## config.mk

```make
export PLATFORM = sky130hd
export DESIGN_NAME = ipv4_header_parser
export DESIGN_NICKNAME = d
export VERILOG_FILES = /design/src/hdl/ipv4hp_pkg.sv /design/src/hdl/ipv4hp_front.sv /design/src/hdl/ipv4hp_fifo.sv /design/src/hdl/ipv4hp_back.sv /design/src/hdl/ipv4_header_parser.sv
export VERILOG_INCLUDE_DIRS = /design/src /design/src/hdl
export SDC_FILE = /design/constraint.sdc
export NUM_CORES = 1
export LEC_CHECK = 0
export ABC_AREA = 0
export BUFFER_PORTS_ARGS = -buffer_cell sky130_fd_sc_hd__buf_4
export CAP_MARGIN = 0
export CORE_MARGIN = 2
export CORE_UTILIZATION = 50
export CTS_CLUSTER_SIZE = 10
export DETAILED_ROUTE_END_ITERATION = 10
export GPL_ROUTABILITY_DRIVEN = 1
export PLACE_DENSITY = 0.68
export SYNTH_ARGS = -nofsm -noshare
export SYNTH_HDL_FRONTEND = slang
export SYNTH_SLANG_ARGS = --single-unit
export TNS_END_PERCENT = 30
```

## constraint.sdc

```tcl
create_clock -name i_clk -period 34.3 [get_ports i_clk]
set_clock_uncertainty 0.1 [all_clocks]
set_input_delay 5.145 -clock i_clk [delete_from_list [all_inputs] [get_ports i_clk]]
set_output_delay 5.145 -clock i_clk [all_outputs]
set_load 0.02 [all_outputs]
```

## src/hdl/ipv4_header_parser_macros.svh

```systemverilog
// ----------------------------------------------------------------------------
// ipv4_header_parser_macros.svh
// Assertion macros shared by the IPv4 header parser.
// ----------------------------------------------------------------------------
`ifndef IPV4_HEADER_PARSER_MACROS_SVH
`define IPV4_HEADER_PARSER_MACROS_SVH

// Same-cycle implication, checked on i_clk outside reset
`define IHP_ASSERT_NOW(label, ante, cons, msg) \
    label: assert property (@(posedge i_clk) disable iff (!i_rst_n) \
        (ante) |-> (cons)) else $error(msg);

// Next-cycle implication, checked on i_clk outside reset
`define IHP_ASSERT_NEXT(label, ante, cons, msg) \
    label: assert property (@(posedge i_clk) disable iff (!i_rst_n) \
        (ante) |=> (cons)) else $error(msg);

`endif

```

## src/hdl/ipv4hp_pkg.sv

```systemverilog
// ----------------------------------------------------------------------------
// ipv4hp_pkg
// Types and constants shared by the IPv4 header parser modules.
// ----------------------------------------------------------------------------
package ipv4hp_pkg;

    localparam int unsigned HDR_NUM   = 20;
    localparam int unsigned HDR_IDX_W = 5;

    localparam logic [15:0] HDR_BYTES = 16'd20;
    localparam logic [15:0] COUNT_MAX = 16'hFFFF;
    localparam logic [15:0] SUM_GOOD  = 16'hFFFF;
    localparam logic [3:0]  IP_VER4   = 4'd4;
    localparam logic [3:0]  IHL_BASE  = 4'd5;

    // Result status codes
    typedef enum logic [2:0] {
        ST_OK        = 3'd0,
        ST_TRUNC     = 3'd1,
        ST_BAD_VER   = 3'd2,
        ST_OPTIONS   = 3'd3,
        ST_BAD_LEN   = 3'd4,
        ST_BAD_CSUM  = 3'd5
    } t_status;

    // One finished packet, handed from the front to the back
    typedef struct packed {
        logic [15:0]             byte_count;
        logic [15:0]             ones_sum;
        logic [HDR_NUM-1:0][7:0] hdr;
    } t_rec;

    // Queue occupancy flags
    typedef struct packed {
        logic full;
        logic empty;
    } t_qstat;

endpackage

```

## src/hdl/ipv4hp_front.sv

```systemverilog
// ----------------------------------------------------------------------------
// ipv4hp_front
// Byte intake: counts bytes, captures the 20 header bytes, keeps the
// running ones' complement sum and pushes one record per packet.
// ----------------------------------------------------------------------------
module ipv4hp_front
    import ipv4hp_pkg::*;
(
    input  logic       i_clk,
    input  logic       i_rst_n,
    input  logic       i_accept,
    input  logic [7:0] i_data_byte,
    input  logic       i_last,
    output logic       o_push,
    output t_rec       o_rec
);

    logic [15:0]             r_count, n_count;
    logic [15:0]             r_sum, n_sum;
    logic [7:0]              r_hold, n_hold;
    logic [HDR_NUM-1:0][7:0] r_hdr, n_hdr;
    logic                    in_hdr;
    logic [16:0]             sum_wide;

    // Byte classification and next-state values
    always_comb begin
        in_hdr   = (r_count < HDR_BYTES);
        n_count  = (r_count < COUNT_MAX) ? r_count + 16'd1 : r_count;
        n_hold   = r_hold;
        n_sum    = r_sum;
        sum_wide = {1'b0, r_sum} + {1'b0, r_hold, i_data_byte};
        n_hdr    = r_hdr;
        if (in_hdr) begin
            n_hdr[r_count[HDR_IDX_W-1:0]] = i_data_byte;
            if (!r_count[0]) begin
                n_hold = i_data_byte;
            end else begin
                // end-around carry
                n_sum = sum_wide[15:0] + {15'd0, sum_wide[16]};
            end
        end
    end

    // Counter, sum and high-byte hold
    always_ff @(posedge i_clk) begin
        if (!i_rst_n) begin
            r_count <= '0;
            r_sum   <= '0;
            r_hold  <= '0;
        end else if (i_accept) begin
            r_hold <= n_hold;
            if (i_last) begin
                r_count <= '0;
                r_sum   <= '0;
            end else begin
                r_count <= n_count;
                r_sum   <= n_sum;
            end
        end
    end

    // Header byte store, no reset
    always_ff @(posedge i_clk) begin
        if (i_accept) begin
            r_hdr <= n_hdr;
        end
    end

    assign o_push           = i_accept && i_last;
    assign o_rec.byte_count = n_count;
    assign o_rec.ones_sum   = n_sum;
    assign o_rec.hdr        = n_hdr;

endmodule

```

## src/hdl/ipv4hp_fifo.sv

```systemverilog
// ----------------------------------------------------------------------------
// ipv4hp_fifo
// Short record queue between the intake and the result stage.
// ----------------------------------------------------------------------------
module ipv4hp_fifo
    import ipv4hp_pkg::*;
#(
    parameter int unsigned DEPTH = 2
)
(
    input  logic   i_clk,
    input  logic   i_rst_n,
    input  logic   i_push,
    input  t_rec   i_rec,
    input  logic   i_pop,
    output t_rec   o_rec,
    output t_qstat o_stat
);

    localparam int unsigned PTR_W = (DEPTH > 1) ? $clog2(DEPTH) : 1;
    localparam int unsigned CNT_W = $clog2(DEPTH + 1);

    t_rec             r_mem [DEPTH];
    logic [PTR_W-1:0] r_wr, n_wr;
    logic [PTR_W-1:0] r_rd, n_rd;
    logic [CNT_W-1:0] r_cnt;
    logic             do_push, do_pop;

    assign o_stat.full  = (r_cnt == CNT_W'(DEPTH));
    assign o_stat.empty = (r_cnt == '0);
    assign do_push      = i_push && !o_stat.full;
    assign do_pop       = i_pop && !o_stat.empty;
    assign o_rec        = r_mem[r_rd];

    // Pointer wrap
    always_comb begin
        n_wr = (r_wr == PTR_W'(DEPTH - 1)) ? '0 : r_wr + PTR_W'(1);
        n_rd = (r_rd == PTR_W'(DEPTH - 1)) ? '0 : r_rd + PTR_W'(1);
    end

    // Pointers and fill count
    always_ff @(posedge i_clk) begin
        if (!i_rst_n) begin
            r_wr  <= '0;
            r_rd  <= '0;
            r_cnt <= '0;
        end else begin
            if (do_push) begin
                r_wr <= n_wr;
            end
            if (do_pop) begin
                r_rd <= n_rd;
            end
            if (do_push && !do_pop) begin
                r_cnt <= r_cnt + CNT_W'(1);
            end else if (do_pop && !do_push) begin
                r_cnt <= r_cnt - CNT_W'(1);
            end
        end
    end

    // Storage
    always_ff @(posedge i_clk) begin
        if (do_push) begin
            r_mem[r_wr] <= i_rec;
        end
    end

endmodule

```

## src/hdl/ipv4hp_back.sv

```systemverilog
// ----------------------------------------------------------------------------
// ipv4hp_back
// Result stage: runs the header checks on a queued record, zeroes the
// fields on failure and holds the result in an output register.
// ----------------------------------------------------------------------------
module ipv4hp_back
    import ipv4hp_pkg::*;
(
    input  logic        i_clk,
    input  logic        i_rst_n,
    input  t_rec        i_rec,
    input  t_qstat      i_qstat,
    output logic        o_pop,
    input  logic        i_stall,
    output logic        o_valid,
    output logic [2:0]  o_status,
    output logic [7:0]  o_service_type,
    output logic [15:0] o_packet_length,
    output logic [15:0] o_identification,
    output logic [15:0] o_flags_fragment,
    output logic [7:0]  o_time_to_live,
    output logic [7:0]  o_protocol_number,
    output logic [15:0] o_header_checksum,
    output logic [31:0] o_source_address,
    output logic [31:0] o_destination_address,
    output logic [15:0] o_payload_length
);

    logic        r_valid;
    t_status     r_status, n_status;
    logic [7:0]  r_dscp, r_ttl, r_proto;
    logic [15:0] r_tlen, r_ident, r_frag, r_csum, r_plen;
    logic [31:0] r_src, r_dst;
    logic [15:0] tl;
    logic        ok;

    // Header checks in priority order
    always_comb begin
        tl = {i_rec.hdr[2], i_rec.hdr[3]};
        if (i_rec.byte_count < HDR_BYTES) begin
            n_status = ST_TRUNC;
        end else if (i_rec.hdr[0][7:4] != IP_VER4) begin
            n_status = ST_BAD_VER;
        end else if (i_rec.hdr[0][3:0] != IHL_BASE) begin
            n_status = ST_OPTIONS;
        end else if (tl < HDR_BYTES || tl > i_rec.byte_count) begin
            n_status = ST_BAD_LEN;
        end else if (i_rec.ones_sum != SUM_GOOD) begin
            n_status = ST_BAD_CSUM;
        end else begin
            n_status = ST_OK;
        end
        ok = (n_status == ST_OK);
    end

    assign o_pop = !i_qstat.empty && (!r_valid || !i_stall);

    // Output valid
    always_ff @(posedge i_clk) begin
        if (!i_rst_n) begin
            r_valid <= 1'b0;
        end else if (o_pop) begin
            r_valid <= 1'b1;
        end else if (!i_stall) begin
            r_valid <= 1'b0;
        end
    end

    // Result payload
    always_ff @(posedge i_clk) begin
        if (o_pop) begin
            r_status <= n_status;
            r_dscp   <= ok ? i_rec.hdr[1] : '0;
            r_tlen   <= ok ? tl : '0;
            r_ident  <= ok ? {i_rec.hdr[4], i_rec.hdr[5]} : '0;
            r_frag   <= ok ? {i_rec.hdr[6], i_rec.hdr[7]} : '0;
            r_ttl    <= ok ? i_rec.hdr[8] : '0;
            r_proto  <= ok ? i_rec.hdr[9] : '0;
            r_csum   <= ok ? {i_rec.hdr[10], i_rec.hdr[11]} : '0;
            r_src    <= ok ? {i_rec.hdr[12], i_rec.hdr[13], i_rec.hdr[14], i_rec.hdr[15]} : '0;
            r_dst    <= ok ? {i_rec.hdr[16], i_rec.hdr[17], i_rec.hdr[18], i_rec.hdr[19]} : '0;
            r_plen   <= ok ? tl - HDR_BYTES : '0;
        end
    end

    assign o_valid               = r_valid;
    assign o_status              = r_status;
    assign o_service_type        = r_dscp;
    assign o_packet_length       = r_tlen;
    assign o_identification      = r_ident;
    assign o_flags_fragment      = r_frag;
    assign o_time_to_live        = r_ttl;
    assign o_protocol_number     = r_proto;
    assign o_header_checksum     = r_csum;
    assign o_source_address      = r_src;
    assign o_destination_address = r_dst;
    assign o_payload_length      = r_plen;

endmodule

```

## src/hdl/ipv4_header_parser.sv

```systemverilog
// ----------------------------------------------------------------------------
// ipv4_header_parser
// IPv4 header checker fed one packet byte per item.
// ----------------------------------------------------------------------------
// Input channel: one packet byte per item (i_data_byte, i_last), accepted when
// i_valid is high and o_stall is low. A byte with i_last high ends the packet.
// Output channel: one result item per packet (status plus decoded header
// fields), taken when o_valid is high and i_stall is low.
// Throughput: one byte per cycle while o_stall is low, payload bytes included;
// the intake adds header byte pairs into a 16-bit ones' complement sum.
// The record of a packet enters the queue at the edge that accepts its final
// byte; o_valid rises once the record moves on into the result register.
// The intake stalls only when the record queue is full, which takes
// FIFO_DEPTH packets queued behind a stalled output register.
// Reset clears the byte count, checksum, queue and output valid. The header
// byte store is not cleared; it is read only once 20 bytes of the current
// packet have arrived.
// ----------------------------------------------------------------------------
`include "ipv4_header_parser_macros.svh"

module ipv4_header_parser
    import ipv4hp_pkg::*;
#(
    parameter int unsigned FIFO_DEPTH = 2
)
(
    input  logic        i_clk,
    input  logic        i_rst_n,
    input  logic        i_valid,
    output logic        o_stall,
    input  logic [7:0]  i_data_byte,
    input  logic        i_last,
    output logic        o_valid,
    input  logic        i_stall,
    output logic [2:0]  o_status,
    output logic [7:0]  o_service_type,
    output logic [15:0] o_packet_length,
    output logic [15:0] o_identification,
    output logic [15:0] o_flags_fragment,
    output logic [7:0]  o_time_to_live,
    output logic [7:0]  o_protocol_number,
    output logic [15:0] o_header_checksum,
    output logic [31:0] o_source_address,
    output logic [31:0] o_destination_address,
    output logic [15:0] o_payload_length
);

    logic   in_accept;
    logic   push;
    logic   pop;
    t_rec   push_rec;
    t_rec   head_rec;
    t_qstat qstat;
    logic   len_consistent;
    logic   err_fields_zero;

    assign o_stall   = qstat.full;
    assign in_accept = i_valid && !o_stall;

    // Byte intake
    ipv4hp_front u_front (
        .i_clk       (i_clk),
        .i_rst_n     (i_rst_n),
        .i_accept    (in_accept),
        .i_data_byte (i_data_byte),
        .i_last      (i_last),
        .o_push      (push),
        .o_rec       (push_rec)
    );

    // Record queue
    ipv4hp_fifo #(
        .DEPTH (FIFO_DEPTH)
    ) u_fifo (
        .i_clk   (i_clk),
        .i_rst_n (i_rst_n),
        .i_push  (push),
        .i_rec   (push_rec),
        .i_pop   (pop),
        .o_rec   (head_rec),
        .o_stat  (qstat)
    );

    // Checks and result register
    ipv4hp_back u_back (
        .i_clk                 (i_clk),
        .i_rst_n               (i_rst_n),
        .i_rec                 (head_rec),
        .i_qstat               (qstat),
        .o_pop                 (pop),
        .i_stall               (i_stall),
        .o_valid               (o_valid),
        .o_status              (o_status),
        .o_service_type        (o_service_type),
        .o_packet_length       (o_packet_length),
        .o_identification      (o_identification),
        .o_flags_fragment      (o_flags_fragment),
        .o_time_to_live        (o_time_to_live),
        .o_protocol_number     (o_protocol_number),
        .o_header_checksum     (o_header_checksum),
        .o_source_address      (o_source_address),
        .o_destination_address (o_destination_address),
        .o_payload_length      (o_payload_length)
    );

    // Result field relations used by the checks below
    assign len_consistent  = (o_packet_length >= HDR_BYTES) &&
                             (o_payload_length == o_packet_length - HDR_BYTES);
    assign err_fields_zero = (o_packet_length == '0) && (o_source_address == '0) &&
                             (o_payload_length == '0);

    // Assertions
    `IHP_ASSERT_NOW(a_push_on_last, in_accept, push == i_last, "push must match final byte")
    `IHP_ASSERT_NOW(a_no_overflow, push, !qstat.full, "record pushed into a full queue")
    `IHP_ASSERT_NOW(a_ok_length, o_valid && o_status == ST_OK, len_consistent, "ok, bad length")
    `IHP_ASSERT_NOW(a_err_zero, o_valid && o_status != ST_OK, err_fields_zero, "failed, fields")

endmodule
```

After elaboration in Yosys (flattened, before gate mapping)
Memory sizes are Yosys's and may differ from the RTL's. A register that Yosys moved wholly into a read port is not among the register bits.
Index checks and enable logic that the tools add are counted.
W data, S select, Z words.

storage, ports and cells
  logic and storage cells = 104
  flip-flop bits (word level) = 376
  output and inout bits = 173
  input port bits = 13
  memories kept = 1
  memory bits (writable) = 384

memories
  memory        depth  bits a word  rd ports  clocked after memory_dff  write ports  RTL line           text
  u_fifo.r_mem  2      192          1         1                         1            ipv4hp_fifo.sv:23  t_rec r_mem [DEPTH];

operators by class
  $lt $le $gt $ge = 7
  add/sub/neg operators = 8
  reductions and logical operators = 20
  equal/unequal tests = 5
  bitwise logic cells = 1
  multiplexer cells = 24

operators by type and width
  kind                     number
  $bwmux W160              1
  $mux W160                1
  $mux W16                 5
  $lt A16 B5 Y1 const B    3
  $demux W8 S5             1
  $add A16 B16 Y17         1
  $add A16 B1 Y16          1
  $add A16 B1 Y16 const B  1
  $gt A16 B16 Y1           1
  $lt A16 B16 Y1 const B   1
  $ne A16 B16 Y1 const B   1
  $sub A16 B5 Y16 const B  1
  $mux W3                  5
  $logic_and A1 B1 Y1      8
  $mux W1                  8
  $mux W8                  1
  $ne A4 B3 Y1 const B     2
  $logic_not A1 Y1         6
  $lt A5 B6 Y1 const B     1
  $ge A5 B1 Y1 const B     1
  $mux W2                  2
  $logic_not A3 Y1         1
  $reduce_and A3 Y1        1
  $add A1 B1 Y1 const B    2
  other kinds (8)          9

Longest topological paths before layout
Gate-level depths: netlist of the first run.

  depth after elaboration = 9
  depth in mapped cells = 19
  depth with buffers taken out = 17

Cells and area by module
A second synthesis of the first run with hierarchy kept.

unflattened totals
  cell total of the unflattened synthesis = 1,925
  area total of the unflattened synthesis = 31,940.6 um^2

by module, submodules not included
  module              area each (um^2)  cells each  sequential area each (um^2)  instances
  ipv4hp_fifo         14,149.8          622         11,631.2                     1
  ipv4hp_front        10,186.0          798         5,605.4                      1
  ipv4hp_back         7,591.0           504         5,094.9                      1
  ipv4_header_parser  13.8              1           0.0                          1

Worst setup path after synthesis of the first run
OpenSTA, ideal clock, no wires.

  path type = input-to-reg
  start = input port i_valid
  end = memory u_fifo.r_mem[0][0] (netlist name), enable pin
  arrival time = 14.446 ns
  setup slack = 19.006 ns
  path buffers = 1
  cell stages on the path = 5
  library setup time = 0.748 ns
  required time = 33.452 ns
  cell sequence = nand2_1 > inv_1 > clkbuf_8 > nand2_1 > nor2_1

between the ends
  longest elaborated chain between the ends = 5

ends and longest elaborated chain
  element                        RTL line                  text
  start, declared                ipv4_header_parser.sv:29  input logic i_valid,
  $logic_and A1 B1 Y1            ipv4_header_parser.sv:58  assign in_accept = i_valid && !o_stall;
  via in_accept                  ipv4_header_parser.sv:48  logic in_accept;
  $logic_and A1 B1 Y1            ipv4hp_front.sv:69        assign o_push = i_accept && i_last;
  $logic_and A1 B1 Y1            ipv4hp_fifo.sv:31         assign do_push = i_push && !o_stat.full;
  $mux W1                        ipv4hp_fifo.sv:64         if (do_push) begin
  $mux W1 (implied by the code)  ipv4hp_fifo.sv:65         r_mem[r_wr] <= i_rec;
  end, declared                  ipv4hp_fifo.sv:23

The timed path passes the listed nets, and every way through them passes these cells.

Final worst setup path of the first run
  start = input port i_valid
  end = memory u_fifo.r_mem[0][145] (netlist name), enable pin

between the ends
  longest elaborated chain between the ends = 5

ends and longest elaborated chain
  element                        RTL line
  $logic_and A1 B1 Y1            ipv4_header_parser.sv:58
  $logic_and A1 B1 Y1            ipv4hp_front.sv:69
  $logic_and A1 B1 Y1            ipv4hp_fifo.sv:31
  $mux W1                        ipv4hp_fifo.sv:64
  $mux W1 (implied by the code)  ipv4hp_fifo.sv:65

Every way passes these cells.

==> flow_metrics.env, run 1 <==
export IMPL_status="finished, final reports clean"
export IMPL_h_tree_depth=3
export IMPL_pre_cts_ws_ns=24.94
export IMPL_layout_common_cells="edfxtp_1 (713), nor2_1 (204), buf_4 (199), mux2i_1 (175), mux2_2 (166)"
export IMPL_cts_buffers_inserted=87
export IMPL_grtUsageTotal_pct=19.51
export IMPL_tightest_slew_ns=1.093
export IMPL_grt_start_max_net_pins=96
export IMPL_dp_hpwl_mm=38.11
export IMPL_finalSetupViolCount=0
export IMPL_cts_resized=0
export IMPL_syn_cell_area_um2=30500
export IMPL_slowest_stage="buf_4"
export IMPL_regArea_um2=22340
export IMPL_clock_sinks=759
export IMPL_diodes=0
export IMPL_maxSlewViolCount=0
export IMPL_ir_worst_vdd_uv=75.24
export IMPL_synth_avg_cell_area_um2=16.27
export IMPL_worstSetupStartpointType="primary input"
export IMPL_vias_per_cell=5.532
export IMPL_hold_viol=0
export IMPL_grt_overflow=0
export IMPL_netlist_instances=1874
export IMPL_fin_crit_ns=8.630
export IMPL_post_place_cells=2769
export IMPL_synthToLayoutAreaGrowth_pct=14.70
export IMPL_start_util_pct=50.52
export IMPL_p_leak_uw=0.01221
export IMPL_multi_input_area_um2=7617
export IMPL_postCtsSetupRepairBufs=0
export IMPL_rows=90
export IMPL_max_freq_mhz=115.9
export IMPL_cts_tree="built"
export IMPL_worst_slack_ns=25.67
export IMPL_synth_edf_count=713
export IMPL_min_period_over_period_pct=25.16
export IMPL_postCtsHoldBufs=0
export IMPL_die_y_um=251.0
export IMPL_yosys_warnings=0
export IMPL_grt_pass1_wl_mm=94.13
export IMPL_core_um2=60360
export IMPL_place_congestion=0.8150
export IMPL_wl_per_cell_um=21.23
export IMPL_ys_ff_latch=759
export IMPL_io_pins=186
export IMPL_grt_antenna_before_repair=2
export IMPL_clk_pin_slew_ns=0.05
export IMPL_holdCritPathClass="register to register"
export IMPL_slew_headroom_pct=27.10
export IMPL_final_common_cell="edfxtp_1"
export IMPL_via_count=15980
export IMPL_fin_tns_setup_ns=0
export IMPL_postRouteWirelength_mm=61.32
export IMPL_path_cells="buf_4 -> nand2_1 -> buf_4 -> inv_6 -> nand2_1 -> nor2_4 -> buf_4 -> buf_4 -> buf_4"
export IMPL_clockRootBuffer="clkbuf_16"
export IMPL_clockBufferDepth=3
export IMPL_final_cells=2889
export IMPL_critPathKind="primary input to register"
export IMPL_synth_fp_nets=1928
export IMPL_worstPathMaxFanout=78
export IMPL_synth_distinct_cells=78
export IMPL_die_area_um2=62980
export IMPL_drtAntennaViolNets=0
export IMPL_p_per_area_nw_per_um2=77.44
export IMPL_rsz0062_at_grt="false"
export IMPL_worstPathRequired_ns=34.42
export IMPL_clock_latency_ns=0.61
export IMPL_ys_seq_area_share_pct=73.23
export IMPL_arrival_ns=8.75
export IMPL_die_x_um=251.0
export IMPL_nNetsFinal=2130
export IMPL_drt_pre_antenna_iters=5
export IMPL_io_buffers=185
export IMPL_synthArstFlopShare_pct=0
export IMPL_drive_gt1_share_pct=23.21
export IMPL_max_stage_delay_ns=0.93
export IMPL_crit_top_cell="buf_4"
export IMPL_drc_errors=0
export IMPL_grt_pass1_vias=16210
export IMPL_ys_flop_type="edfxtp_1"
export IMPL_fill_cells=4555
export IMPL_drtIter0Drc=1193
export IMPL_cap_violations=0
export IMPL_endpoint_kind="register"
[state kept, by name, indices dropped and copies added (netlist names), 2 cells and up, named ones only]
signal and count:
u_back.o_destination_address 32, u_back.o_packet_length 14, u_front.r_sum 16, u_back.o_service_type 8, u_back.o_source_address 32, u_back.o_status 3, u_back.o_header_checksum 16, u_back.o_payload_length 16
u_fifo.r_cnt 2, u_back.o_flags_fragment 16, u_front.r_count 16, u_back.o_time_to_live 8, u_front.r_hdr 160, u_back.o_identification 16, u_fifo.r_mem 384, u_back.o_protocol_number 8
u_front.r_hold 8
[final timing paths]
kind	start	end	slack, ns	cells past startpoint
max	i_valid	u_fifo.r_mem[0][145]$_DFFE_PP_	25.67	9
min	u_back.o_valid$_SDFFE_PN0P_	u_back.o_valid$_SDFFE_PN0P_	0.40	2
max reg2reg	register	u_back.o_protocol_number[5]$_SDFFCE_PP0P_	27.76	13
min reg2reg	u_back.o_valid$_SDFFE_PN0P_	u_back.o_valid$_SDFFE_PN0P_	0.40	2
[cell families after synthesis]
family | after synthesis | share of synthesized area (%)
AO/OA/AOI/OAI | 128 | 2.958
XOR/XNOR | 48 | 1.403
AND/OR/NAND/NOR | 443 | 6.979
flip-flops | 759 | 73.23
adder cells (fa/ha/maj) | 41 | 1.707
buffers and inverters | 114 | 1.850
multiplexers | 341 | 11.87
[per-layer routing]
metal  up-vias  GRT usage, %  wire [um]
met5         -             0          0
met1      7998         26.05      26450
met4         0         6.361       1430
met3       100         3.489       2934
li1       7470             -          -
met2       413         32.64      30500
[Yosys cell counts, types with 4 or more instances]
cell | n | area share (%)
a31oi_1 | 4 | 0.082
nor3_1 | 17 | 0.28
nand3_1 | 22 | 0.36
mux2_2 | 166 | 6.1
and4_1 | 5 | 0.14
xor2_1 | 14 | 0.40
clkbuf_8 | 4 | 0.18
inv_1 | 28 | 0.34
o21ai_0 | 28 | 0.46
or3_1 | 8 | 0.16
o31ai_1 | 5 | 0.12
mux2i_1 | 175 | 5.7
nor2_1 | 205 | 2.5
buf_4 | 21 | 0.52
nand4_1 | 20 | 0.41
ha_1 | 40 | 1.6
nand2b_1 | 7 | 0.14
and2_1 | 11 | 0.23
and3_1 | 9 | 0.18
clkbuf_1 | 50 | 0.62
a21o_1 | 9 | 0.22
a22oi_1 | 20 | 0.49
buf_2 | 9 | 0.15
nor4_1 | 8 | 0.16
edfxtp_1 | 713 | 70
nor2b_1 | 37 | 0.76
dfxtp_1 | 46 | 3.0
nand2_1 | 67 | 0.82
a21oi_1 | 24 | 0.39
a21boi_0 | 4 | 0.098
xnor2_1 | 33 | 0.95
[metrics by stage]
step	power [uW]	util [%]	hold slack (ns)	cell area, um2
after detailed placement	1921	53.91	0.3890	32540
after global routing	2819	57.95	0.4475	34980
final	2709	57.95	0.3988	34980
after floorplan	1700	-	0.3581	30500
after global placement	1906	53.91	0.3860	32540
after CTS	2737	57.95	0.4024	34980
[final cells by class]
type	count	area share [%]
Multi-Input combinational cell	1001	21.78
Timing Repair Buffer	199	4.271
Tap cell	782	2.797
Inverter	28	0.3291
Sequential cell	759	63.86
Clock buffer	113	6.654
Clock inverter	7	0.3148
[report_power, final]
group	internal, uW	switching (uW)	total, uW
combinational	214	364	578
clock	483	332	815
sequential	1260	56.3	1320
[critical path: cells and delay by family]
family / cells / cell delay, ns
buf+inv: 6 / 3.05
simple gates: 3 / 0.41
No activity file was read; power rests on OpenSTA's default activity.
==> inputs of run 2 (changes only) <==
--- a/config.mk
+++ b/config.mk
@@ -14,7 +14,7 @@
 export CTS_CLUSTER_SIZE = 10
 export DETAILED_ROUTE_END_ITERATION = 10
 export GPL_ROUTABILITY_DRIVEN = 1
-export PLACE_DENSITY = 0.68
+export PLACE_DENSITY = 0.7
 export SYNTH_ARGS = -nofsm -noshare
 export SYNTH_HDL_FRONTEND = slang
 export SYNTH_SLANG_ARGS = --single-unit
==> constraint.sdc (replaced) <==
create_clock -name i_clk -period 7.9 [get_ports i_clk]
set_clock_uncertainty 0.1 [all_clocks]
set_input_delay 1.185 -clock i_clk [delete_from_list [all_inputs] [get_ports i_clk]]
set_output_delay 1.185 -clock i_clk [all_outputs]
set_load 0.02 [all_outputs]
==> flow_metrics.env, run 2 (same netlist as run 1, synthesis figures left out) <==
export IMPL_status="finished, final reports clean"
export IMPL_ir_worst_vdd_uv=219.1
export IMPL_vias_per_cell=5.558
export IMPL_start_util_pct=50.52
export IMPL_cts_tree="built"
export IMPL_rsz0062_at_grt="false"
export IMPL_hold_ws_ns=0.4088
export IMPL_final_area_um2=35000
export IMPL_drtIter0Drc=1216
export IMPL_nNetsFinal=2128
export IMPL_maxSlewViolCount=0
export IMPL_core_um2=60360
export IMPL_worstPathRequired_ns=8.24
export IMPL_p_switching_uw=3268
export IMPL_p_per_area_nw_per_um2=336.5
export IMPL_drt_pre_antenna_iters=5
export IMPL_hold_end="u_back.o_valid$_SDFFE_PN0P_"
export IMPL_tightest_slew_ns=1.082
export IMPL_combPwrFrac_pct=21.2
export IMPL_max_freq_mhz=219.4
export IMPL_largest_register="u_fifo.r_mem"
export IMPL_holdPathStages=2
export IMPL_hold_viol=0
export IMPL_grt_start_max_net_pins=158
export IMPL_cap_violations=0
export IMPL_slew_headroom_pct=27.87
export IMPL_reg2reg_slack_ns=3.34
export IMPL_placed_area_um2=32550
export IMPL_grt_pass1_wl_mm=94.19
export IMPL_p_total_uw=11780
export IMPL_critPathKind="register to register"
export IMPL_grtUsageTotal_pct=19.63
export IMPL_reg_largest_list="u_fifo.r_mem x384, u_front.r_hdr x160"
export IMPL_p_leak_uw=0.01221
export IMPL_min_period_over_period_pct=57.70
export IMPL_die_x_um=251.0
export IMPL_final_common_cell="edfxtp_1"
export IMPL_fin_tns_setup_ns=0
export IMPL_rows=90
export IMPL_finalSetupViolCount=0
export IMPL_largest_reg_flops=384
export IMPL_hold_start="u_back.o_valid$_SDFFE_PN0P_"
export IMPL_postCtsSetupRepairBufs=0
export IMPL_drtAntennaViolNets=0
export IMPL_swShare_pct=27.74
export IMPL_clockBufferDepth=3
export IMPL_synthToLayoutAreaGrowth_pct=14.77
export IMPL_cts_resized=0
export IMPL_clock_latency_ns=0.62
export IMPL_grt_antenna_before_repair=0
export IMPL_p_seq_share_pct=48.7
export IMPL_layout_common_cells="edfxtp_1 (713), nor2_1 (204), buf_4 (195), mux2i_1 (175), mux2_2 (166)"
export IMPL_wl_per_cell_um=21.41
export IMPL_grt_overflow=0
export IMPL_cts_buffers_inserted=87
export IMPL_die_area_um2=62980
export IMPL_holdCritPathClass="register to register"
export IMPL_fin_crit_ns=4.559
export IMPL_grt_pass1_vias=16130
export IMPL_drive_gt1_share_pct=23.22
export IMPL_clockRootBuffer="clkbuf_16"
export IMPL_worstPathMaxFanout=72
export IMPL_r2r_end="u_back.o_destination_address[12]$_SDFFCE_PP0P_"
export IMPL_drc_errors=0
export IMPL_postCtsHoldBufs=0
export IMPL_fill_cells=4619
export IMPL_ff2ff_path_depth=13
export IMPL_p_clk_share_pct=30.1
export IMPL_place_congestion=0.8241
export IMPL_via_count=16030
export IMPL_io_buffers=185
export IMPL_clk_pin_slew_ns=0.05
export IMPL_arrival_ns=4.90
export IMPL_h_tree_depth=3
export IMPL_io_pins=186
export IMPL_clock_sinks=759
export IMPL_p_int_uw=8511
export IMPL_die_y_um=251.0
export IMPL_postRouteWirelength_mm=61.77
export IMPL_dp_hpwl_mm=37.33
export IMPL_endpoint_kind="register"
export IMPL_worstSetupStartpointType="register"
## run 2: changes by cell type in the layout (fill, tap and decap cells not counted), sizes merged
| cell | change |
|---|---|
| diode | +1 |
| inv | +2 |
| bufinv | -1 |
| buf | -2 |
| clkinv | -4 |
## run 2: stage by stage
| step | cells | util (%) | setup WS (ns) |
|---|---|---|---|
| floorplan | 1874 | - | 0.4020 |
| global placement | 2767 | 53.93 | 2.947 |
| detailed placement | 2767 | 53.93 | 2.855 |
| CTS | 2884 | 57.98 | 3.313 |
| global route | 2884 | 57.98 | 3.064 |
| finish | 2885 | 57.99 | 3.341 |
## run 2: how the worst max path moves through the flow
stage	endpoint	startpoint	slack, ns	cells after the start
final	u_back.o_destination_address[12]$_SDFFCE_PP0P_	register	3.34	13
after global routing	u_back.o_destination_address[12]$_SDFFCE_PP0P_	register	3.06	13
after CTS	u_back.o_destination_address[12]$_SDFFCE_PP0P_	register	3.31	13
after detailed placement	u_front.r_sum[8]$_SDFFE_PN0P_	i_data_byte[5]	2.85	16
after global placement	u_front.r_sum[7]$_SDFFE_PN0P_	i_data_byte[5]	2.95	16
after floorplan	u_fifo.r_mem[1][0]$_DFFE_PP_	i_valid	0.40	4
## run 2: critical path, stage by stage, from the launching register on
cell and delay, ns:
dfxtp_4 0.69, buf_4 0.66, mux2_2 0.43, ha_1 0.31, nor2b_1 0.13, o21ai_0 0.14
nand2b_1 0.08, a21oi_1 0.21, o21ai_0 0.12, a21oi_1 0.19, o32ai_1 0.13, or3_4 0.40
buf_4 0.34, nor2_1 0.29
## run 2: metal layers
metal	share of wire, %	wire length (um)	GRT usage (%)
met4	1.7	1029	5.204
met5	0	0	0
met2	50	30860	33.00
met1	43	26790	26.46
met3	5.0	3089	3.676
## run 2: final cells by class
type                            count  area [um2]  area share, %
Sequential cell                   759       22340          63.82
Antenna cell                        1       2.502       0.007150
Timing Repair Buffer              197        1504          4.297
Tap cell                          782       978.4          2.796
Clock inverter                      4       67.56         0.1930
Inverter                           28       115.1         0.3289
Clock buffer                      113        2380          6.799
Multi-Input combinational cell   1001        7617          21.76
## run 2: power by group through the flow
stage,Clock [uW],Combinational (uW),Sequential [uW]
5_1_grt,3770,2670,5810
4_1_cts,3620,2540,5750
3_3_place_gp,0,2480,5790
6_report,3550,2500,5740
2_1_floorplan,0,1100,6260
3_5_place_dp,0,2530,5820
==> inputs of run 3 (changes only) <==
--- a/config.mk
+++ b/config.mk
@@ -14,7 +14,7 @@
 export CTS_CLUSTER_SIZE = 10
 export DETAILED_ROUTE_END_ITERATION = 10
 export GPL_ROUTABILITY_DRIVEN = 1
-export PLACE_DENSITY = 0.7
+export PLACE_DENSITY = 0.68
 export SYNTH_ARGS = -nofsm -noshare
 export SYNTH_HDL_FRONTEND = slang
 export SYNTH_SLANG_ARGS = --single-unit
==> constraint.sdc (replaced) <==
create_clock -name i_clk -period 4.2 [get_ports i_clk]
set_clock_uncertainty 0.1 [all_clocks]
set_input_delay 0.63 -clock i_clk [delete_from_list [all_inputs] [get_ports i_clk]]
set_output_delay 0.63 -clock i_clk [all_outputs]
set_load 0.02 [all_outputs]
==> flow_metrics.env, run 3 (same netlist as run 1, synthesis figures left out) <==
export IMPL_clockBufferDepth=3
export IMPL_die_x_um=251.0
export IMPL_worst_slack_ns=0.3669
export IMPL_rsz0062_at_grt="false"
export IMPL_slew_headroom_pct=21.97
export IMPL_worstPathMaxFanout=5
export IMPL_status="finished, final reports clean"
export IMPL_tightest_slew_ns=1.171
export IMPL_core_um2=60360
export IMPL_fin_crit_ns=3.833
export IMPL_critPathKind="register to register"
export IMPL_hold_viol=0
export IMPL_reg_largest_list="u_fifo.r_mem x384, u_front.r_hdr x160"
export IMPL_synthToLayoutAreaGrowth_pct=16.21
export IMPL_largest_reg_flops=384
export IMPL_grt_start_max_net_pins=170
export IMPL_wl_per_cell_um=21.67
export IMPL_postCtsSetupRepairBufs=0
export IMPL_io_buffers=185
export IMPL_drive_gt1_share_pct=24.76
export IMPL_die_area_um2=62980
export IMPL_postRouteWirelength_mm=63.44
export IMPL_vias_per_cell=5.533
export IMPL_die_y_um=251.0
export IMPL_endpoint_kind="register"
export IMPL_min_period_over_period_pct=91.26
export IMPL_maxSlewViolCount=0
export IMPL_cts_tree="built"
export IMPL_max_freq_mhz=260.9
export IMPL_dp_hpwl_mm=38.91
export IMPL_pre_cts_ws_ns=-0.04532
export IMPL_final_common_cell="edfxtp_1"
export IMPL_holdCritPathClass="primary input to register"
export IMPL_diodes=0
export IMPL_arrival_ns=4.29
export IMPL_clock_latency_ns=0.63
export IMPL_start_util_pct=50.52
export IMPL_hold_ws_ns=0.2205
export IMPL_worstSetupStartpointType="register"
export IMPL_final_cells=2927
export IMPL_clock_sinks=759
export IMPL_h_tree_depth=3
export IMPL_drt_pre_antenna_iters=6
export IMPL_p_leak_uw=0.01244
export IMPL_cts_buffers_inserted=87
export IMPL_grt_pass1_vias=16260
export IMPL_clk_pin_slew_ns=0.05
export IMPL_grt_overflow=0
export IMPL_post_place_cells=2806
export IMPL_nNetsFinal=2167
export IMPL_cts_resized=0
export IMPL_ir_worst_vdd_uv=456.9
export IMPL_grt_pass1_wl_mm=95.57
export IMPL_grtUsageTotal_pct=19.93
export IMPL_place_congestion=0.8393
export IMPL_final_area_um2=35440
export IMPL_postCtsHoldBufs=0
export IMPL_drtIter0Drc=1188
export IMPL_grt_antenna_before_repair=0
export IMPL_layout_common_cells="edfxtp_1 (713), buf_4 (224), nor2_1 (203), mux2i_1 (175), mux2_2 (166)"
export IMPL_via_count=16190
export IMPL_placed_area_um2=33010
export IMPL_rows=90
export IMPL_final_core_utilization_pct=58.71
export IMPL_clockRootBuffer="clkbuf_16"
export IMPL_worstPathRequired_ns=4.66
export IMPL_drtAntennaViolNets=0
export IMPL_largest_register="u_fifo.r_mem"
export IMPL_p_per_area_nw_per_um2=624.5
export IMPL_io_pins=186
export IMPL_drc_errors=0
export IMPL_cap_violations=0
export IMPL_finalSetupViolCount=0
## run 3: cell types whose count changed in the layout (fill, tap and decap cells not counted), moves of 2 or more
cell | previous run | this run
clkbuf_1 | 20 | 23
nand2_1 | 67 | 65
buf_4 | 195 | 224
clkbuf_16 | 91 | 87
inv_16 | 1 | 3
nand2_8 | 0 | 2
buf_12 | 2 | 12
clkinv_16 | 0 | 2
## run 3: path summary, 6_finish.rpt
| path | start | to | slack, ns | depth (start not counted) |
|---|---|---|---|---|
| worst min-delay path | i_stall | u_back.o_valid$_SDFFE_PN0P_ | 0.22 | 3 |
| worst max-delay path | u_front.r_sum[0]$_SDFFE_PN0P_ | u_front.r_sum[8]$_SDFFE_PN0P_ | 0.37 | 16 |
| worst min register to register | u_back.o_valid$_SDFFE_PN0P_ | u_back.o_valid$_SDFFE_PN0P_ | 0.42 | 2 |
| worst max register to register | u_front.r_sum[0]$_SDFFE_PN0P_ | u_front.r_sum[8]$_SDFFE_PN0P_ | 0.37 | 16 |
## run 3: metrics by stage
stage | TNS, ns | total power, uW
floorplan | -215.90 | 13670
global placement | 0 | 15630
detailed placement | -0.05946 | 15750
CTS | 0 | 22340
global route | 0 | 23010
finish | 0 | 22130
## run 3: critical path, cell delays in order, from the launching register on
cell	delay [ns]
dfxtp_1	0.37
ha_1	0.20
fa_1	0.24
nand3_2	0.13
a2111oi_4	0.38
o211ai_1	0.19
a31oi_1	0.25
and2_1	0.16
o21ai_0	0.07
nand2b_1	0.11
ha_1	0.19
ha_1	0.20
nand3_1	0.20
or3_2	0.53
a31oi_1	0.22
a22oi_1	0.09
nor2b_1	0.14
## run 3: per-layer routing
layer  routed length [um]  global-route usage [%]  vias to the layer above
li1                     -                       -                     7523
met1                27840                   26.93                     8201
met2                31720                   33.56                      388
met3                 2468                   2.816                       82
met4                 1403                   6.531                        0
met5                    0                       0                        -
## run 3: area by class of cell
type / instances / area (um2)
clock inverter: 10 / 155.1
fill: 4548 / 24920
tap: 782 / 978.4
inverter: 28 / 115.1
multi-input combinational: 1001 / 7655
timing repair buffer: 236 / 1922
sequential: 759 / 22340
clock buffer: 111 / 2277
## run 3: where the power goes
group	switching (uW)	internal (uW)	leakage (uW)
clock	2800	3800	0.00118
combinational	2960	1830	0.00413
sequential	462	10300	0.00713
